### src/sv/rlp_pkg.sv
`timescale 1ns / 1ps
// ----------------------------------------------------------------------------
// Range list parser package
// Shared widths, character codes, parse phases, result codes and the
// payload and state types of the range list parser.
// ----------------------------------------------------------------------------
package rlp_pkg;

    // Width of the accumulated numbers and of the emitted range ends.
    localparam int VALUE_WIDTH = 32;
    localparam int OUT_WIDTH   = 32;
    localparam int CHAR_WIDTH  = 8;

    // Characters that steer the parse.
    localparam logic [CHAR_WIDTH-1:0] CH_NUL   = 8'h00;
    localparam logic [CHAR_WIDTH-1:0] CH_COMMA = 8'h2C;
    localparam logic [CHAR_WIDTH-1:0] CH_DASH  = 8'h2D;
    localparam logic [CHAR_WIDTH-1:0] CH_ZERO  = 8'h30;
    localparam logic [CHAR_WIDTH-1:0] CH_NINE  = 8'h39;

    // Parse phases.
    localparam logic [1:0] PH_START   = 2'd0;
    localparam logic [1:0] PH_NUMBER  = 2'd1;
    localparam logic [1:0] PH_STOPPED = 2'd2;
    localparam logic [1:0] PH_ERROR   = 2'd3;

    // Result status codes.
    localparam logic [1:0] ST_PAIR     = 2'd0;
    localparam logic [1:0] ST_ERROR    = 2'd1;
    localparam logic [1:0] ST_FINISHED = 2'd2;

    // One input item.
    typedef struct packed {
        logic [CHAR_WIDTH-1:0] character;
        logic                  end_of_string;
    } t_in_item;

    // One result item.
    typedef struct packed {
        logic [1:0]           status;
        logic [OUT_WIDTH-1:0] range_first;
        logic [OUT_WIDTH-1:0] range_second;
        logic                 last_of_string;
    } t_out_item;

    // Parser state carried from one character to the next.
    typedef struct packed {
        logic [VALUE_WIDTH-1:0] running_value;
        logic [VALUE_WIDTH-1:0] held_start;
        logic                   start_pending;
        logic                   at_first_char;
        logic [1:0]             parse_phase;
    } t_state;

endpackage

### src/sv/rlp_if.sv
`timescale 1ns / 1ps
// ----------------------------------------------------------------------------
// Range list parser channels
// Valid/ready channels for the character items and the result items.
// ----------------------------------------------------------------------------
interface rlp_in_if;
    logic                             valid;
    logic                             ready;
    logic [rlp_pkg::CHAR_WIDTH-1:0]   character;
    logic                             end_of_string;

    modport source (output valid, output character, output end_of_string, input ready);
    modport sink   (input valid, input character, input end_of_string, output ready);
endinterface

interface rlp_out_if;
    logic                             valid;
    logic                             ready;
    logic [1:0]                       status;
    logic [rlp_pkg::OUT_WIDTH-1:0]    range_first;
    logic [rlp_pkg::OUT_WIDTH-1:0]    range_second;
    logic                             last_of_string;

    modport source (output valid, output status, output range_first,
                    output range_second, output last_of_string, input ready);
    modport sink   (input valid, input status, input range_first,
                    input range_second, input last_of_string, output ready);
endinterface

### src/sv/rlp_step.sv
`timescale 1ns / 1ps
// ----------------------------------------------------------------------------
// Range list parser step
// Combinational update for one character: next parser state and the
// result item, if the character causes one.
// ----------------------------------------------------------------------------
module rlp_step (
    input  rlp_pkg::t_state    i_state,
    input  rlp_pkg::t_in_item  i_item,
    output rlp_pkg::t_state    o_state,
    output logic               o_res_valid,
    output rlp_pkg::t_out_item o_res
);

    localparam int VW = rlp_pkg::VALUE_WIDTH;

    // Outcome of a character.
    localparam logic [1:0] K_NONE  = 2'd0;
    localparam logic [1:0] K_PAIR  = 2'd1;
    localparam logic [1:0] K_ERROR = 2'd2;

    // Outcome of closing the number in progress.
    function automatic logic [1:0] close_kind(input logic [VW-1:0] run,
                                              input logic [VW-1:0] held,
                                              input logic          pend);
        logic [1:0] k;
        begin
            k = K_PAIR;
            if (run == '0) begin
                k = K_ERROR;
            end else if (pend && (run < held)) begin
                k = K_ERROR;
            end
            return k;
        end
    endfunction

    logic [rlp_pkg::CHAR_WIDTH-1:0] ch;
    logic                           is_digit;
    logic [VW-1:0]                  digit;
    logic [VW-1:0]                  run;
    logic [VW-1:0]                  held;
    logic                           pend;
    logic [1:0]                     phase;
    logic [1:0]                     kind;
    logic [VW-1:0]                  lo;
    logic [VW-1:0]                  hi;
    logic [VW-1:0]                  mul10;

    assign ch       = i_item.character;
    assign is_digit = (ch >= rlp_pkg::CH_ZERO) && (ch <= rlp_pkg::CH_NINE);
    assign digit    = VW'(4'(ch - rlp_pkg::CH_ZERO));
    // Times ten as two shifts and an add; the sum wraps at the value width.
    assign mul10    = (i_state.running_value << 3) + (i_state.running_value << 1) + digit;

    // Character step, then the end-of-string close.
    always_comb begin
        run   = i_state.running_value;
        held  = i_state.held_start;
        pend  = i_state.start_pending;
        phase = i_state.parse_phase;
        kind  = K_NONE;
        lo    = '0;
        hi    = '0;

        if (phase == rlp_pkg::PH_ERROR) begin
            kind = K_NONE;
        end else if (i_state.at_first_char && (ch == rlp_pkg::CH_COMMA)) begin
            kind = K_ERROR;
        end else if (phase != rlp_pkg::PH_STOPPED) begin
            if (is_digit) begin
                run   = mul10;
                phase = rlp_pkg::PH_NUMBER;
            end else if (ch == rlp_pkg::CH_COMMA) begin
                if (phase == rlp_pkg::PH_NUMBER) begin
                    kind  = close_kind(run, held, pend);
                    lo    = pend ? held : run;
                    hi    = run;
                    run   = '0;
                    pend  = 1'b0;
                    phase = rlp_pkg::PH_START;
                end else begin
                    kind = K_ERROR;
                end
            end else if (ch == rlp_pkg::CH_DASH) begin
                if ((phase != rlp_pkg::PH_NUMBER) || (run == '0) || pend) begin
                    kind = K_ERROR;
                end else begin
                    held  = run;
                    pend  = 1'b1;
                    run   = '0;
                    phase = rlp_pkg::PH_START;
                end
            end else if (ch == rlp_pkg::CH_NUL) begin
                if (phase == rlp_pkg::PH_NUMBER) begin
                    kind = close_kind(run, held, pend);
                    lo   = pend ? held : run;
                    hi   = run;
                    run  = '0;
                    pend = 1'b0;
                end
                phase = rlp_pkg::PH_STOPPED;
            end else begin
                if ((phase == rlp_pkg::PH_NUMBER) && (run != '0)) begin
                    phase = rlp_pkg::PH_STOPPED;
                end else begin
                    kind = K_ERROR;
                end
            end
        end
        if (kind == K_ERROR) begin
            phase = rlp_pkg::PH_ERROR;
        end

        // The last character closes any open number and always gives a result.
        if (i_item.end_of_string) begin
            if ((ch == rlp_pkg::CH_COMMA) || (phase == rlp_pkg::PH_ERROR)) begin
                kind = K_ERROR;
            end else if (phase == rlp_pkg::PH_NUMBER) begin
                kind = close_kind(run, held, pend);
                lo   = pend ? held : run;
                hi   = run;
            end
        end

        // Next state: back to the reset values after the last character.
        if (i_item.end_of_string) begin
            o_state.running_value = '0;
            o_state.held_start    = '0;
            o_state.start_pending = 1'b0;
            o_state.at_first_char = 1'b1;
            o_state.parse_phase   = rlp_pkg::PH_START;
        end else begin
            o_state.running_value = run;
            o_state.held_start    = held;
            o_state.start_pending = pend;
            o_state.at_first_char = 1'b0;
            o_state.parse_phase   = phase;
        end

        // Result item.
        o_res_valid          = i_item.end_of_string || (kind != K_NONE);
        o_res.last_of_string = i_item.end_of_string;
        if (kind == K_PAIR) begin
            o_res.status       = rlp_pkg::ST_PAIR;
            o_res.range_first  = rlp_pkg::OUT_WIDTH'(lo);
            o_res.range_second = rlp_pkg::OUT_WIDTH'(hi);
        end else begin
            o_res.status       = (kind == K_ERROR) ? rlp_pkg::ST_ERROR
                                                   : rlp_pkg::ST_FINISHED;
            o_res.range_first  = '0;
            o_res.range_second = '0;
        end
    end

endmodule

### src/sv/range_list_parser.sv
`timescale 1ns / 1ps
// ----------------------------------------------------------------------------
// Range list parser
// Parses comma-separated decimal numbers and ranges, one character per item,
// and emits one (first, second) pair per list element.
// ----------------------------------------------------------------------------
// Usage:
//   i_in carries one text character per item plus end_of_string on the last
//   character of a string. o_out carries results: status (pair, error or
//   finished), the range ends and last_of_string. A character gives at most
//   one result; the last character of a string always gives exactly one.
//   After an error result the consumer drops all pairs of that string.
//   An accepted character sits in the input register while the parse step
//   works out its result; when the character advances, the result, if any,
//   is loaded into the result register and offered on o_out from there.
//   Throughput: one character per cycle while results are taken, set by the
//   combinational update (multiply by ten, add, compare) of every character.
//   When the receiver stalls, the result register holds its item and the
//   input register keeps one more character; i_in.ready then drops.
//   Reset clears both registers' valid flags and returns the parser to the
//   start of a string.
// ----------------------------------------------------------------------------
module range_list_parser (
    input  logic          i_clk,
    input  logic          i_rst_n,
    rlp_in_if.sink        i_in,
    rlp_out_if.source     o_out
);

    logic               r_in_valid;
    rlp_pkg::t_in_item  r_in;
    rlp_pkg::t_state    r_state;
    logic               r_out_valid;
    rlp_pkg::t_out_item r_out;

    rlp_pkg::t_state    n_state;
    logic               step_res_valid;
    rlp_pkg::t_out_item step_res;
    logic               advance;

    // The held character moves on once the result register can take a result.
    assign advance    = r_in_valid && (!r_out_valid || o_out.ready);
    assign i_in.ready = !r_in_valid || advance;

    rlp_step u_step (
        .i_state     (r_state),
        .i_item      (r_in),
        .o_state     (n_state),
        .o_res_valid (step_res_valid),
        .o_res       (step_res)
    );

    // Input register.
    always_ff @(posedge i_clk) begin
        if (!i_rst_n) begin
            r_in_valid <= 1'b0;
        end else if (i_in.ready) begin
            r_in_valid <= i_in.valid;
        end
    end

    always_ff @(posedge i_clk) begin
        if (i_in.valid && i_in.ready) begin
            r_in.character     <= i_in.character;
            r_in.end_of_string <= i_in.end_of_string;
        end
    end

    // Parser state.
    always_ff @(posedge i_clk) begin
        if (!i_rst_n) begin
            r_state.running_value <= '0;
            r_state.held_start    <= '0;
            r_state.start_pending <= 1'b0;
            r_state.at_first_char <= 1'b1;
            r_state.parse_phase   <= rlp_pkg::PH_START;
        end else if (advance) begin
            r_state <= n_state;
        end
    end

    // Result register.
    always_ff @(posedge i_clk) begin
        if (!i_rst_n) begin
            r_out_valid <= 1'b0;
        end else if (advance && step_res_valid) begin
            r_out_valid <= 1'b1;
        end else if (o_out.ready) begin
            r_out_valid <= 1'b0;
        end
    end

    always_ff @(posedge i_clk) begin
        if (advance && step_res_valid) begin
            r_out <= step_res;
        end
    end

    assign o_out.valid          = r_out_valid;
    assign o_out.status         = r_out.status;
    assign o_out.range_first    = r_out.range_first;
    assign o_out.range_second   = r_out.range_second;
    assign o_out.last_of_string = r_out.last_of_string;

endmodule

### src/flat_wrapper.sv
// flat-port wrapper written by rule: the top's interface ports become plain ports
module range_list_parser_flat 
  (i_clk, i_rst_n, i_in_valid, i_in_character, i_in_end_of_string, i_in_ready, o_out_valid, o_out_status, o_out_range_first, o_out_range_second, o_out_last_of_string, o_out_ready);
  rlp_in_if i_in_i ();
  rlp_out_if o_out_i ();
  input  logic i_clk;
  input  logic i_rst_n;
  input wire logic [$bits(i_in_i.valid)-1:0] i_in_valid;
  input wire logic [$bits(i_in_i.character)-1:0] i_in_character;
  input wire logic [$bits(i_in_i.end_of_string)-1:0] i_in_end_of_string;
  output wire logic [$bits(i_in_i.ready)-1:0] i_in_ready;
  output wire logic [$bits(o_out_i.valid)-1:0] o_out_valid;
  output wire logic [$bits(o_out_i.status)-1:0] o_out_status;
  output wire logic [$bits(o_out_i.range_first)-1:0] o_out_range_first;
  output wire logic [$bits(o_out_i.range_second)-1:0] o_out_range_second;
  output wire logic [$bits(o_out_i.last_of_string)-1:0] o_out_last_of_string;
  input wire logic [$bits(o_out_i.ready)-1:0] o_out_ready;
  assign i_in_i.valid = i_in_valid;
  assign i_in_i.character = i_in_character;
  assign i_in_i.end_of_string = i_in_end_of_string;
  assign i_in_ready = i_in_i.ready;
  assign o_out_valid = o_out_i.valid;
  assign o_out_status = o_out_i.status;
  assign o_out_range_first = o_out_i.range_first;
  assign o_out_range_second = o_out_i.range_second;
  assign o_out_last_of_string = o_out_i.last_of_string;
  assign o_out_i.ready = o_out_ready;
  range_list_parser u_core (.i_clk(i_clk), .i_rst_n(i_rst_n), .i_in(i_in_i), .o_out(o_out_i));
endmodule
### config.mk
export PLATFORM = sky130hd
export DESIGN_NAME = range_list_parser_flat
export DESIGN_NICKNAME = d
export VERILOG_FILES = /design/src/sv/rlp_pkg.sv /design/src/sv/rlp_if.sv /design/src/sv/rlp_step.sv /design/src/sv/range_list_parser.sv /design/src/flat_wrapper.sv
export SDC_FILE = /design/constraint.sdc
export NUM_CORES = 1
export LEC_CHECK = 0
export ABC_CLOCK_PERIOD_IN_PS = 7200
export BUFFER_PORTS_ARGS = -buffer_cell sky130_fd_sc_hd__buf_4
export CAP_MARGIN = 20
export CORE_MARGIN = 2
export CORE_UTILIZATION = 30
export CTS_BUF_LIST = sky130_fd_sc_hd__clkbuf_4
export DETAILED_ROUTE_END_ITERATION = 10
export SYNTH_ARGS = -nofsm -noshare
export SYNTH_HDL_FRONTEND = slang
export SYNTH_SLANG_ARGS = --single-unit
### constraint.sdc
create_clock -name i_clk -period 7.2 [get_ports i_clk]
set_clock_uncertainty 0.1 [all_clocks]
set_input_delay 0.36 -clock i_clk [delete_from_list [all_inputs] [get_ports i_clk]]
set_output_delay 0.36 -clock i_clk [all_outputs]
set_load 0.01 [all_outputs]
==> out/metrics.cfg <==
[yosys]
synth_mux_area_share_pct=3.21
synth_warnings=0
yosys.area.top_type=edfxtp_1
synth_cells=1312
synthXorXnorAreaFrac_pct=1.00
synthArstFlopShare_pct=0
synth_compound_area_share_pct=29.5
syn_nets=1447
synth_top_family_by_area=compound AO/OA/AOI/OAI gates
synthDominantCellAreaShare_pct=20.1
synthFlopType=edfxtp_1
ys_ff_latch=146
synthAdderAreaFrac_pct=13.5
ys_types=68
avgSynthCellArea_um2=8.67
synthTopCellsByArea=edfxtp_1, ha_1, dfxtp_1, a21oi_1, a22oi_1
synth_edf_count=76
syn_area_um2=11400
synthSimpleGateAreaFrac_pct=15.4
yosysSeqAreaShare_pct=32.4

[placement]
gp_congestion=0.910
dpl_cell_area_um2=12600
dp.final_hpwl_mm=27.4
pre_cts_ws_ns=0.663
io_buffers=81

[setup_path]
critPathKind=flop to flop
crit_required_ns=7.45
worstPathMaxFanout=42
worstSetupStartpointType=flop
critical_path.endpoint_type=flop
crit_arrival_ns=6.78
reg2reg_from=u_core.r_state[36]$_SDFFE_PN0P_
cp-startpoint=u_core.r_state[36]$_SDFFE_PN0P_

[job]
max-cap-violations=0

[power]
p_per_area_nw_per_um2=123
worst_ir_drop_vdd_uv=80.7
leakagePower_uw=0.00489

[die]
die_area_um2=39500
initial_core_util_pct=30.4
io_pins=82
rows=71
die_w_um=199
chipHeight_um=199
core_um2=37500

[global_route]
grt_pass1_vias=10484
track_usage_pct=19.3
grt_pass1_wl_mm=58.9
grt_max_degree=71
grt-ovfl-total=0
antenna_found_initial=2

[drt]
vias=10803
drt_iter0_markers=887
drcViolationCount=0
vias_per_cell=5.70
dr.pass1.iters=5
routedWlPerCell_um=20.1
drtAntennaViolNets=0
totalWireLength_mm=38.1

[clocking]
cts_tree=yes
clock-sinks=146
cts_root_buf=clkbuf_4
clk_latency_ns=0.62
cts_setup_buffers=0
cts_buffer_depth=2
clkTransAtPathRegs_ns=0.14
htree_levels=4
cts_made_buffers=17

[timing]
hold_viol_final=0
fin_ws_ns=0.664
fin_crit_ns=6.54
setup_viol=0
period_share_pct=90.8
drv_slew=0
rsz0062_at_grt=no
max_freq_mhz=153
finalSetupTns_ns=0
whs_ns=0.0643
worstMarginPinSlew_ns=1.08
relSlewSlack_pct=27.6

[final_layout]
areaGrowthSynthToFinish_pct=13.9
drive_gt1_share_pct=13.1
layout_common_cells=a21oi_1, ha_1, buf_4
final_common_cell=a21oi_1
stdcell_area_um2=13000
fin_util_pct=34.6
fin_nets=1505

[min_path]
hold_start=o_out_ready
min_path_type=input pin to flop

[run_status]
status=complete, no violations

-- state kept, by name, indices dropped and copies added (netlist names) --
signal                       flops
u_core.o_out.range_second       32
u_core.o_out.valid               1
u_core.o_out.status              2
u_core.r_in_valid                1
u_core.o_out.range_first        32
u_core.r_in                      9
u_core.r_state                  68
u_core.o_out.last_of_string      1
-- metrics by stage --
stage / std cells / power, uW
after floorplan: 1312 / 981
after global placement: 1852 / 1040
after detailed placement: 1852 / 1040
after CTS: 1894 / 1600
after global routing: 1896 / 1640
final: 1896 / 1590
-- synthesized netlist by cell type (16+ instances only) --
library cell	instances
a21o_1	26
a21oi_1	164
a21oi_2	20
a22o_1	16
a22oi_1	69
and2_1	42
clkbuf_1	70
dfxtp_1	70
edfxtp_1	76
ha_1	120
inv_1	54
mux2i_1	32
nand2_1	70
nand3_1	24
nand4_1	25
nor2_1	84
nor2b_1	40
o21a_1	19
o21ai_0	67
o22ai_1	44
-- repair_timing --
item	CTS	global route
setup endpoints to repair	0	0
hold buffers	10	0
hold endpoints to repair	10	0
gates resized for setup	0	0
-- kinds of logic after synthesis --
logic type | Yosys count
AO/OA/AOI/OAI | 515
XOR/XNOR | 13
adder cells (fa/ha/maj) | 122
buffers and inverters | 136
flip-flops | 146
multiplexers | 36
AND/OR/NAND/NOR | 344
-- metal layers --
layer  global-route usage, %  vias to the layer above  routed length [um]
met3                    2.37                       70                2360
met5                       0                        -                   0
met1                    25.2                     5204               16600
met2                    31.7                      413               17900
met4                    8.84                        0                1300
li1                        -                     5116                   -
-- where the power goes --
part / internal [uW] / switching (uW)
clock: 219 / 347
combinational: 45.1 / 75.8
sequential: 895 / 10.9
-- worst max-delay path: stages, from the launching register on --
cell      delay (ns)
dfxtp_1         0.49
inv_1           0.15
fa_1            0.55
inv_1           0.06
fa_1            0.39
a211oi_1        0.47
o21ai_0         0.34
xor2_1          0.22
a221oi_1        0.60
inv_1           0.19
ha_1            0.23
a21oi_1         0.13
o21ai_0         0.11
a221oi_1        0.41
nor3_1          0.09
a2111o_1        0.41
a211oi_1        0.27
a211o_1         0.18
inv_1           0.07
a21oi_4         0.12
buf_4           0.47
a21oi_1         0.15
-- cell type report --
type	instances	area, um2
diodes	2	5.00
clock buffers	19	143
clock inverters	13	148
fillers	3909	24500
inverters	54	203
multi-input cells	1030	7200
flip-flops and latches	146	3680
well taps	511	639
repair buffers	121	946
-- final timing paths --
check / slack (ns) / cells past startpoint / endpoint
min reg2reg: 0.44 / 2 / u_core.r_state[4]$_SDFFE_PN0P_
max reg2reg: 0.66 / 21 / u_core.o_out.range_first[3]$_SDFFCE_PP0P_
min: 0.06 / 4 / u_core.r_in_valid$_SDFFE_PN0N_
max: 0.66 / 21 / u_core.o_out.range_first[3]$_SDFFCE_PP0P_
Note: power is estimated with default switching activity, not from simulation.
